`config.mk`:
```
export PLATFORM = sky130hd
export DESIGN_NAME = ir_pulse_distance_transmitter_unit
export DESIGN_NICKNAME = d
export VERILOG_FILES = /design/src/rtl/irpd_pkg.sv /design/src/rtl/irpd_seq.sv /design/src/rtl/ir_pulse_distance_transmitter_unit.sv
export SDC_FILE = /design/constraint.sdc
export NUM_CORES = 1
export LEC_CHECK = 0
export BUFFER_PORTS_ARGS = -buffer_cell sky130_fd_sc_hd__buf_2
export CAP_MARGIN = 20
export CORE_ASPECT_RATIO = 1.1
export CORE_MARGIN = 2
export CORE_UTILIZATION = 48
export DETAILED_ROUTE_END_ITERATION = 12
export PLACE_DENSITY = 0.76
export SETUP_SLACK_MARGIN = 0.15
export SLEW_MARGIN = 20
export SYNTH_ARGS = -nofsm -noshare
export SYNTH_HDL_FRONTEND = slang
export SYNTH_SLANG_ARGS = --single-unit
```
`constraint.sdc`:
```
create_clock -name aclk -period 2.3 [get_ports aclk]
set_clock_uncertainty 0.2 [all_clocks]
set_input_delay 0.23 -clock aclk [delete_from_list [all_inputs] [get_ports aclk]]
set_output_delay 0.23 -clock aclk [all_outputs]
set_load 0.05 [all_outputs]
```
`src/rtl/irpd_pkg.sv`:
```
`default_nettype none

package irpd_pkg;

    // Fixed width of the command field on the input channel
    localparam int unsigned CMD_W  = 4;
    localparam int unsigned TICK_W = 8;

    // Register map, index = paddr / 4
    typedef enum logic [1:0] {
        REG_HEADER_MARK = 2'd0,
        REG_ZERO_MARK   = 2'd1,
        REG_ONE_MARK    = 2'd2,
        REG_SPACE       = 2'd3
    } reg_idx_t;

    localparam logic [TICK_W-1:0] HEADER_MARK_RST = 8'd32;
    localparam logic [TICK_W-1:0] ZERO_MARK_RST   = 8'd16;
    localparam logic [TICK_W-1:0] ONE_MARK_RST    = 8'd64;
    localparam logic [TICK_W-1:0] SPACE_RST       = 8'd38;

    typedef struct packed {
        logic [TICK_W-1:0] header_mark_ticks;
        logic [TICK_W-1:0] zero_mark_ticks;
        logic [TICK_W-1:0] one_mark_ticks;
        logic [TICK_W-1:0] space_ticks;
    } cfg_t;

    typedef struct packed {
        logic ir_level;
        logic busy_res;
        logic frame_done;
        logic start_taken;
    } result_t;

endpackage

`default_nettype wire

```
`src/rtl/irpd_seq.sv`:
```
`default_nettype none

module irpd_seq #(
    parameter int unsigned COMMAND_BITS = 4
) (
    input  wire logic                      aclk,
    input  wire logic                      aresetn,
    input  wire logic                      accept,
    input  wire logic                      func,
    input  wire logic [irpd_pkg::CMD_W-1:0] command,
    input  wire irpd_pkg::cfg_t            cfg,
    output irpd_pkg::result_t              result
);
    import irpd_pkg::*;

    localparam int unsigned IdxW = $clog2(COMMAND_BITS + 1);

    logic                    sending_reg, sending_next;
    logic                    in_space_reg, in_space_next;
    logic [TICK_W-1:0]       tick_reg, tick_next;
    logic [IdxW-1:0]         idx_reg, idx_next;
    logic [COMMAND_BITS-1:0] code_reg, code_next;
    logic                    pin_reg, pin_next;

    logic [TICK_W-1:0]       tick_inc;
    logic [TICK_W-1:0]       mark_len;
    logic                    done;
    logic                    taken;

    assign tick_inc = tick_reg + TICK_W'(1);

    // Code bits shift left after each data bit, so the current bit is the MSB
    always_comb begin
        if (idx_reg == '0) begin
            mark_len = cfg.header_mark_ticks;
        end else if (code_reg[COMMAND_BITS-1]) begin
            mark_len = cfg.one_mark_ticks;
        end else begin
            mark_len = cfg.zero_mark_ticks;
        end
    end

    always_comb begin
        sending_next  = sending_reg;
        in_space_next = in_space_reg;
        tick_next     = tick_reg;
        idx_next      = idx_reg;
        code_next     = code_reg;
        pin_next      = pin_reg;
        done          = 1'b0;
        taken         = 1'b0;
        if (func) begin
            if (!sending_reg) begin
                code_next     = COMMAND_BITS'(command);
                sending_next  = 1'b1;
                in_space_next = 1'b0;
                tick_next     = '0;
                idx_next      = '0;
                taken         = 1'b1;
            end
        end else if (sending_reg) begin
            tick_next = tick_inc;
            if (!in_space_reg) begin
                pin_next = ~pin_reg;
                if (tick_inc == mark_len) begin
                    in_space_next = 1'b1;
                    tick_next     = '0;
                end
            end else begin
                pin_next = 1'b0;
                if (tick_inc == cfg.space_ticks) begin
                    in_space_next = 1'b0;
                    tick_next     = '0;
                    if (idx_reg == IdxW'(COMMAND_BITS)) begin
                        sending_next = 1'b0;
                        idx_next     = '0;
                        done         = 1'b1;
                    end else begin
                        idx_next = idx_reg + IdxW'(1);
                        if (idx_reg != '0) begin
                            code_next = code_reg << 1;
                        end
                    end
                end
            end
        end
    end

    always_ff @(posedge aclk) begin
        if (!aresetn) begin
            sending_reg  <= 1'b0;
            in_space_reg <= 1'b0;
            tick_reg     <= '0;
            idx_reg      <= '0;
            code_reg     <= '0;
            pin_reg      <= 1'b0;
        end else if (accept) begin
            sending_reg  <= sending_next;
            in_space_reg <= in_space_next;
            tick_reg     <= tick_next;
            idx_reg      <= idx_next;
            code_reg     <= code_next;
            pin_reg      <= pin_next;
        end
    end

    assign result.ir_level    = pin_next;
    assign result.busy_res    = sending_next;
    assign result.frame_done  = done;
    assign result.start_taken = taken;

endmodule

`default_nettype wire

```
`src/rtl/ir_pulse_distance_transmitter_unit.sv`:
```
// The result of an accepted input transaction is registered for the m_ side in the cycle after.
// One transaction per cycle unless m_ready stalls; one compare per tick, toggling in a mark.
// s_ready stays high while the result register is empty or being drained in the same cycle.
// Reset (aresetn low, synchronous): frame idle, pin low, result register empty,
// length registers back to 32 / 16 / 64 / 38 ticks.
`default_nettype none

module ir_pulse_distance_transmitter_unit #(
    parameter int unsigned COMMAND_BITS = 4
) (
    input  wire logic                       aclk,
    input  wire logic                       aresetn,
    // Input channel
    input  wire logic                       s_valid,
    output logic                            s_ready,
    input  wire logic                       s_func,
    input  wire logic [irpd_pkg::CMD_W-1:0] s_command,
    // Result channel
    output logic                            m_valid,
    input  wire logic                       m_ready,
    output logic                            m_ir_level,
    output logic                            m_busy_res,
    output logic                            m_frame_done,
    output logic                            m_start_taken,
    // Configuration port
    input  wire logic                       psel,
    input  wire logic                       penable,
    input  wire logic                       pwrite,
    input  wire logic [3:0]                 paddr,
    input  wire logic [31:0]                pwdata,
    output logic [31:0]                     prdata,
    output logic                            pready
);
    import irpd_pkg::*;

    cfg_t     cfg_reg;
    reg_idx_t reg_sel;
    logic     cfg_wr;

    logic     s_accept;
    result_t  result_next;
    result_t  result_reg;
    logic     m_valid_reg;

    // ------------------------------------------------------------------
    // Configuration registers: always ready, write on the access phase
    // ------------------------------------------------------------------
    assign pready  = 1'b1;
    assign reg_sel = reg_idx_t'(paddr[3:2]);
    assign cfg_wr  = psel & penable & pwrite;

    always_ff @(posedge aclk) begin
        if (!aresetn) begin
            cfg_reg.header_mark_ticks <= HEADER_MARK_RST;
            cfg_reg.zero_mark_ticks   <= ZERO_MARK_RST;
            cfg_reg.one_mark_ticks    <= ONE_MARK_RST;
            cfg_reg.space_ticks       <= SPACE_RST;
        end else if (cfg_wr) begin
            unique case (reg_sel)
                REG_HEADER_MARK: cfg_reg.header_mark_ticks <= pwdata[TICK_W-1:0];
                REG_ZERO_MARK:   cfg_reg.zero_mark_ticks   <= pwdata[TICK_W-1:0];
                REG_ONE_MARK:    cfg_reg.one_mark_ticks    <= pwdata[TICK_W-1:0];
                REG_SPACE:       cfg_reg.space_ticks       <= pwdata[TICK_W-1:0];
                default:         ;
            endcase
        end
    end

    // Read back zero-extended; the byte lane bits of paddr are ignored
    always_comb begin
        unique case (reg_sel)
            REG_HEADER_MARK: prdata = 32'(cfg_reg.header_mark_ticks);
            REG_ZERO_MARK:   prdata = 32'(cfg_reg.zero_mark_ticks);
            REG_ONE_MARK:    prdata = 32'(cfg_reg.one_mark_ticks);
            REG_SPACE:       prdata = 32'(cfg_reg.space_ticks);
            default:         prdata = '0;
        endcase
    end

    // ------------------------------------------------------------------
    // Handshake: take a new transaction whenever the result slot is free
    // or its content leaves in this cycle.
    // ------------------------------------------------------------------
    assign s_ready  = ~m_valid_reg | m_ready;
    assign s_accept = s_valid & s_ready;

    // Frame sequencer: state advances only on an accepted transaction
    irpd_seq #(
        .COMMAND_BITS (COMMAND_BITS)
    ) u_seq (
        .aclk    (aclk),
        .aresetn (aresetn),
        .accept  (s_accept),
        .func    (s_func),
        .command (s_command),
        .cfg     (cfg_reg),
        .result  (result_next)
    );

    // Result register: load on accept, drop valid once taken
    always_ff @(posedge aclk) begin
        if (!aresetn) begin
            m_valid_reg <= 1'b0;
        end else if (s_accept) begin
            m_valid_reg <= 1'b1;
        end else if (m_ready) begin
            m_valid_reg <= 1'b0;
        end
    end

    // Payload holds while stalled; no reset needed
    always_ff @(posedge aclk) begin
        if (s_accept) begin
            result_reg <= result_next;
        end
    end

    assign m_valid       = m_valid_reg;
    assign m_ir_level    = result_reg.ir_level;
    assign m_busy_res    = result_reg.busy_res;
    assign m_frame_done  = result_reg.frame_done;
    assign m_start_taken = result_reg.start_taken;

endmodule

`default_nettype wire

```
### Word-level counts from Yosys, hierarchy flattened

Cells that the tools add are included.

| storage, ports and cells | value |
|---|---|
| input port bits | 48 |
| word-level logic and storage cells | 90 |
| bits in registers | 55 |
| output and inout bits | 39 |

| cells by class | value |
|---|---|
| add/sub/neg operators | 2 |
| multiplexer cells | 40 |
| equality and inequality tests | 8 |
| reduce and logical (&&, ||, !) cells | 16 |
| bitwise gates (word level) | 9 |

Operators with widths:

| kind | count |
|---|---|
| $pmux 32 s4 | 1 |
| $mux 8 | 8 |
| $mux 4 | 7 |
| $mux 1 | 18 |
| $mux 3 | 6 |
| $eq 8x8->1 | 2 |
| $reduce_bool 2->1 | 5 |
| $add 8x1->8 const B | 1 |
| $reduce_and 2->1 | 4 |
| $reduce_and 7->1 | 1 |
| $not 1->1 | 5 |
| $reduce_and 5->1 | 1 |
| $eq 2x2->1 const B | 2 |
| $ne 2x2->1 const B | 2 |
| $reduce_or 4->1 | 1 |
| $add 3x1->3 const B | 1 |
| $and 1x1->1 | 3 |
| $eq 3x3->1 const B | 1 |
| $logic_not 3->1 | 1 |
| $reduce_and 3->1 | 1 |
| $reduce_bool 3->1 | 1 |
| $eq 2x1->1 const B | 1 |
| $logic_not 2->1 | 1 |
| $or 1x1->1 | 1 |

### Depth between registers and ports, before layout

| logic depth | value |
|---|---|
| word-level depth | 7 |
| mapped depth | 10 |
| depth with buffers taken out | 9 |

### Modules after synthesis

A second synthesis with hierarchy kept.

| second synthesis, totals | value |
|---|---|
| cells, all modules | 362 |
| area, all modules | 3485.8 um^2 |

Modules (own cells, without submodules):

| module | area each (um^2) | seq. area each (um^2) | times used | cells each |
|---|---|---|---|---|
| ir_pulse_distance_transmitter_unit | 1805.5 | 780.7 | 1 | 171 |
| irpd_seq | 1680.4 | 360.3 | 1 | 191 |

### Worst setup path before layout

Ideal clock, no wire load.

| timing path | value |
|---|---|
| path type | reg-to-reg |
| start point | reg m_valid_reg (netlist: m_valid) |
| end point | reg u_seq.idx_reg[2] |
| setup slack | -0.259 ns |
| stages on the path, launching flop included | 8 |
| path buffers | 0 |
| data arrival time | 2.239 ns |
| library setup time | 0.120 ns |
| data required time | 1.980 ns |
| clock period less this slack | 2.559 ns |
| cell sequence | dfxtp_1 > nand2b_1 > nand2_1 > inv_1 > nand2_1 > nor4b_4 > nor3b_1 > o31a_1 |

| on the way | value |
|---|---|
| longest elaborated chain between the ends | 4 |

RTL lines:

| item | RTL line | source |
|---|---|---|
| start, declared | ir_pulse_distance_transmitter_unit.sv:43 | `logic m_valid_reg;` |
| start signal, assigned | ir_pulse_distance_transmitter_unit.sv:103 | `m_valid_reg <= 1'b0;` |
| start signal, assigned | ir_pulse_distance_transmitter_unit.sv:105 | `m_valid_reg <= 1'b1;` |
| start signal, assigned | ir_pulse_distance_transmitter_unit.sv:107 | `m_valid_reg <= 1'b0;` |
| $not 1->1 | ir_pulse_distance_transmitter_unit.sv:84 | `assign s_ready = ~m_valid_reg \| m_ready;` |
| $or 1x1->1 | ir_pulse_distance_transmitter_unit.sv:84 |  |
| named net s_ready | ir_pulse_distance_transmitter_unit.sv:15 | `output logic s_ready,` |
| $and 1x1->1 | ir_pulse_distance_transmitter_unit.sv:85 | `assign s_accept = s_valid & s_ready;` |
| named net s_accept | ir_pulse_distance_transmitter_unit.sv:40 | `logic s_accept;` |
| $reduce_and 5->1 (no source line) | -- |  |
| end signal, assigned | irpd_seq.sv:101 | `idx_reg <= idx_next;` |
| end, declared | irpd_seq.sv:21 | `logic [IdxW-1:0] idx_reg, idx_next;` |

The timed path passes the listed nets, and every way through them passes these cells.
A chain may end at the register's enable or synchronous reset.

### Worst setup path in the final report

| timing path | value |
|---|---|
| start point | reg u_seq.code_reg[3] |
| end point | reg u_seq.tick_reg[6] |

| on the way | value |
|---|---|
| longest elaborated chain between the ends | 7 |

RTL lines:

| item | RTL line | source |
|---|---|---|
| start, declared | irpd_seq.sv:22 | `logic [COMMAND_BITS-1:0] code_reg, code_next;` |
| start signal, assigned | irpd_seq.sv:102 | `code_reg <= code_next;` |
| $mux 8 | irpd_seq.sv:36 | `end else if (code_reg[COMMAND_BITS-1]) begin` |
| $mux 8 | irpd_seq.sv:34 | `if (idx_reg == '0) begin` |
| $eq 8x8->1 | irpd_seq.sv:65 | `if (tick_inc == mark_len) begin` |
| $mux 8 | irpd_seq.sv:65 |  |
| $mux 8 | irpd_seq.sv:63 | `if (!in_space_reg) begin` |
| $mux 8 | irpd_seq.sv:61 | `end else if (sending_reg) begin` |
| $mux 8 | irpd_seq.sv:52 | `if (func) begin` |
| end signal, assigned | irpd_seq.sv:100 | `tick_reg <= tick_next;` |
| end, declared | irpd_seq.sv:20 | `logic [TICK_W-1:0] tick_reg, tick_next;` |

No other way between the ends. The select of a mux whose other input is x is not followed.

==> key figures <==
Setup path
  • Critical path arrival: 2480 ps
  • Critical path cell sequence: buf_6, mux2_2, mux2i_2, xor2_1, xnor2_1, buf_4, nand4_4, a41oi_2, mux2i_1
  • Data required time of the critical path: 2290 ps
  • Bufs and invs on worst path: 2
  • RR Startpoint: u_seq.code_reg[3]
  • Cell family with most CP delay: multiplexers
  • CP max stage delay: 420 ps
  • Crit-path max FO: 5
  • R2r endpoint: u_seq.tick_reg[6]
  • CP Class: reg2reg
  • Crit path capture: u_seq.tick_reg[6]
  • Startpoint types: register
  • Crit path depth: 9
  • R2r setup slk: -190 ps
  • Worst Reg-to-Reg Cells: 9
  • Critical Path End Type: register
  • Slowest CP cell: dfxtp_4
  • Setup crit start: u_seq.code_reg[3]

Global routing
  • Vias in the first global route: 3039
  • Largest net degree at the start of global routing: 33
  • Global Route Usage Sum: 22.7%
  • Total grt overflow: 0
  • Initial antenna violation count: 0
  • First-pass GRT wire length: 14.3 mm

Detailed routing
  • Drt via density: 5.75
  • DR WL/cell: 16.6 um
  • Antenna viol nets, final: 0
  • DR iter-0 viols: 230
  • First-pass DRT Iterations: 5
  • # DRC: 0
  • Post-Route WL: 8.93 mm
  • Vias: 3086

Layout
  • Fill cell count: 544
  • Non-filler cells, final: 537
  • Largest register FFs: 32
  • Layout cells sized above 1: 38.9%
  • Final nets: 503
  • Layout Area Growth over Synthesis: 29.4%
  • Inserted Diodes: 0

Placement
  • DP HPWL: 5.97 mm
  • Pre-CTS setup slack: -230 ps
  • GP Congestion: 0.822
  • Port Buffers: 35
  • DP Cell Count: 508

Timing
  • Slew margin rel.: 45.8%
  • Slew Limit Fails: 0
  • Fmax: 402 MHz
  • Unrepaired setup endpoints after global routing: yes
  • Final Hold Vio Count: 0
  • Final min period: 2490 ps
  • Worst Tran Pin Value: 810 ps
  • Worst Slack Setup Final: -190 ps
  • # setup viols final: 18
  • Fin crit share: 108%

CTS
  • Clock slew at reported path FFs: 100 ps
  • Clock buffer depth: 2
  • CTS H-Tree Depth: 2
  • Worst-Skew Late Latency: 310 ps
  • CTS tree: done
  • CTS Sinks: 55
  • Clk root buf: clkbuf_8
  • TritonCTS buffer count: 5

Floorplan
  • Core area: 7010 sq um
  • Die area: 7880 sq um
  • DIE WIDTH: 84.8 um
  • Placement Rows: 32
  • Die Ht: 92.9 um
  • I/O pin count: 87
  • Initial Utilization: 49.2%

Synthesis
  • Register area share after synthesis: 33.1%
  • Yosys warnings: 0
  • Asr flop ratio synth: 0%
  • Flops & latches, synth: 55
  • Top post-synthesis cells by count: 51 x dfxtp_1, 44 x mux2i_1, 42 x nor2_1
  • Cell Area, Synth: 3450 sq um
  • Cells after Synth: 365
  • Post-synth top flop: dfxtp_1
  • Syn_area_per_cell: 9.44 sq um
  • Area contributors post-synth: dfxtp_1 30%, mux2i_1 13%, buf_4 6.1%
  • Share of the synthesized area in the top cell type: 29.6%
  • Top-count cell post-synth: dfxtp_1
  • Number of flops mapped to enable cells by yosys: 4
  • Synth area leader: dfxtp_1
  • Cell variety after synth: 71

Min path
  • Hold path start: pwdata[0]
  • Hold path depth: 3
  • Worst hold-check path type: in2reg

Power
  • PwrDens: 442 nW/um^2
  • Maximum vdd drop: 0.338 mV
  • Leakage: 0.00185 uW

Status
  • Failing checks: negative setup slack
  • Status: finished with violations

Flow run
  • Max Cap Viol: 0
[tightest hold or removal path, cell delays in order]
cell	delay, ps
buf_2	110
mux2i_1	70
nor2_1	70
[stage by stage]
step	setup TNS [ps]	power, uW	utilization [%]	hold WS, ps	cell area, sq um
3_5_place_dp	-3280	1360	56.3	284	3940
4_1_cts	-1890	1970	61.6	2.43	4310
3_3_place_gp	-2890	1360	56.3	272	3940
6_report	-2110	1970	63.7	9.99	4460
2_1_floorplan	-21.8	1320	-	152	3620
5_1_grt	-3750	2040	63.7	15.6	4460
[area by class of cell]
cell class | instances | area, sq um | share of cell area [%]
clock inverters | 1 | 7.51 | 0.168
well taps | 85 | 106 | 2.38
clock buffers | 6 | 93.8 | 2.10
inverters | 11 | 41.3 | 0.925
repair buffers | 99 | 691 | 15.5
multi-input cells | 280 | 2370 | 53.1
flip-flops and latches | 55 | 1150 | 25.9
[where the power goes]
group	switching, uW	leakage, uW	internal [uW]
clock network	321	0.0000484	275
registers	19.6	0.000456	985
logic	256	0.00134	114
total	596	0.00185	1370
[per-layer routing]
layer / GRT usage, % / routed length (um) / vias to the layer above / part of all wire (%)
li1: - / - / 1443 / -
met1: 27.3 / 3650 / 1483 / 41
met2: 40.1 / 4480 / 136 / 50
met3: 3.83 / 557 / 24 / 6.2
met4: 8.73 / 244 / 0 / 2.7
met5: 0 / 0 / - / 0
[what timing repair did]
| item | CTS | global route |
|---|---|---|
| hold buffers | 8 | 0 |
| resized for setup | 28 | 21 |
| pin swaps | 17 | 10 |
| endpoints found under the hold margin | 10 | 0 |
| setup buffers | 7 | 6 |
| gates cloned | 1 | 0 |
| endpoints found under the setup margin | 18 | 19 |
[placed cells by master (no fill, tap or decap), types with 25 or more instances in the layout]
master / synthesis / final
buf_2: 4 / 35
buf_4: 28 / 52
conb_1: 2 / 25
dfxtp_1: 51 / 43
mux2i_1: 44 / 41
nand2_1: 26 / 26
nor2_1: 42 / 41
[worst min path at each step]
stage,slack [ps],end
4_1_cts,2,cfg_reg[16]
5_1_grt,20,m_valid
3_3_place_gp,270,u_seq.code_reg[0]
6_report,10,cfg_reg[16]
2_1_floorplan,150,m_valid
3_5_place_dp,280,m_valid
[cell families (layout without fill, tap and decap cells)]
group / Yosys count / in the layout / share of synthesized area (%)
other: 2 / 25 / 0.218
AND/OR/NAND/NOR: 125 / 126 / 19.9
multiplexers: 58 / 58 / 20.2
AO/OA/AOI/OAI: 51 / 51 / 11.3
adder cells (fa/ha/maj): 3 / 3 / 1.09
XOR/XNOR: 17 / 17 / 4.94
buffers and inverters: 54 / 117 / 9.29
flip-flops: 55 / 55 / 33.1
No activity file was read; power rests on OpenSTA's default activity.
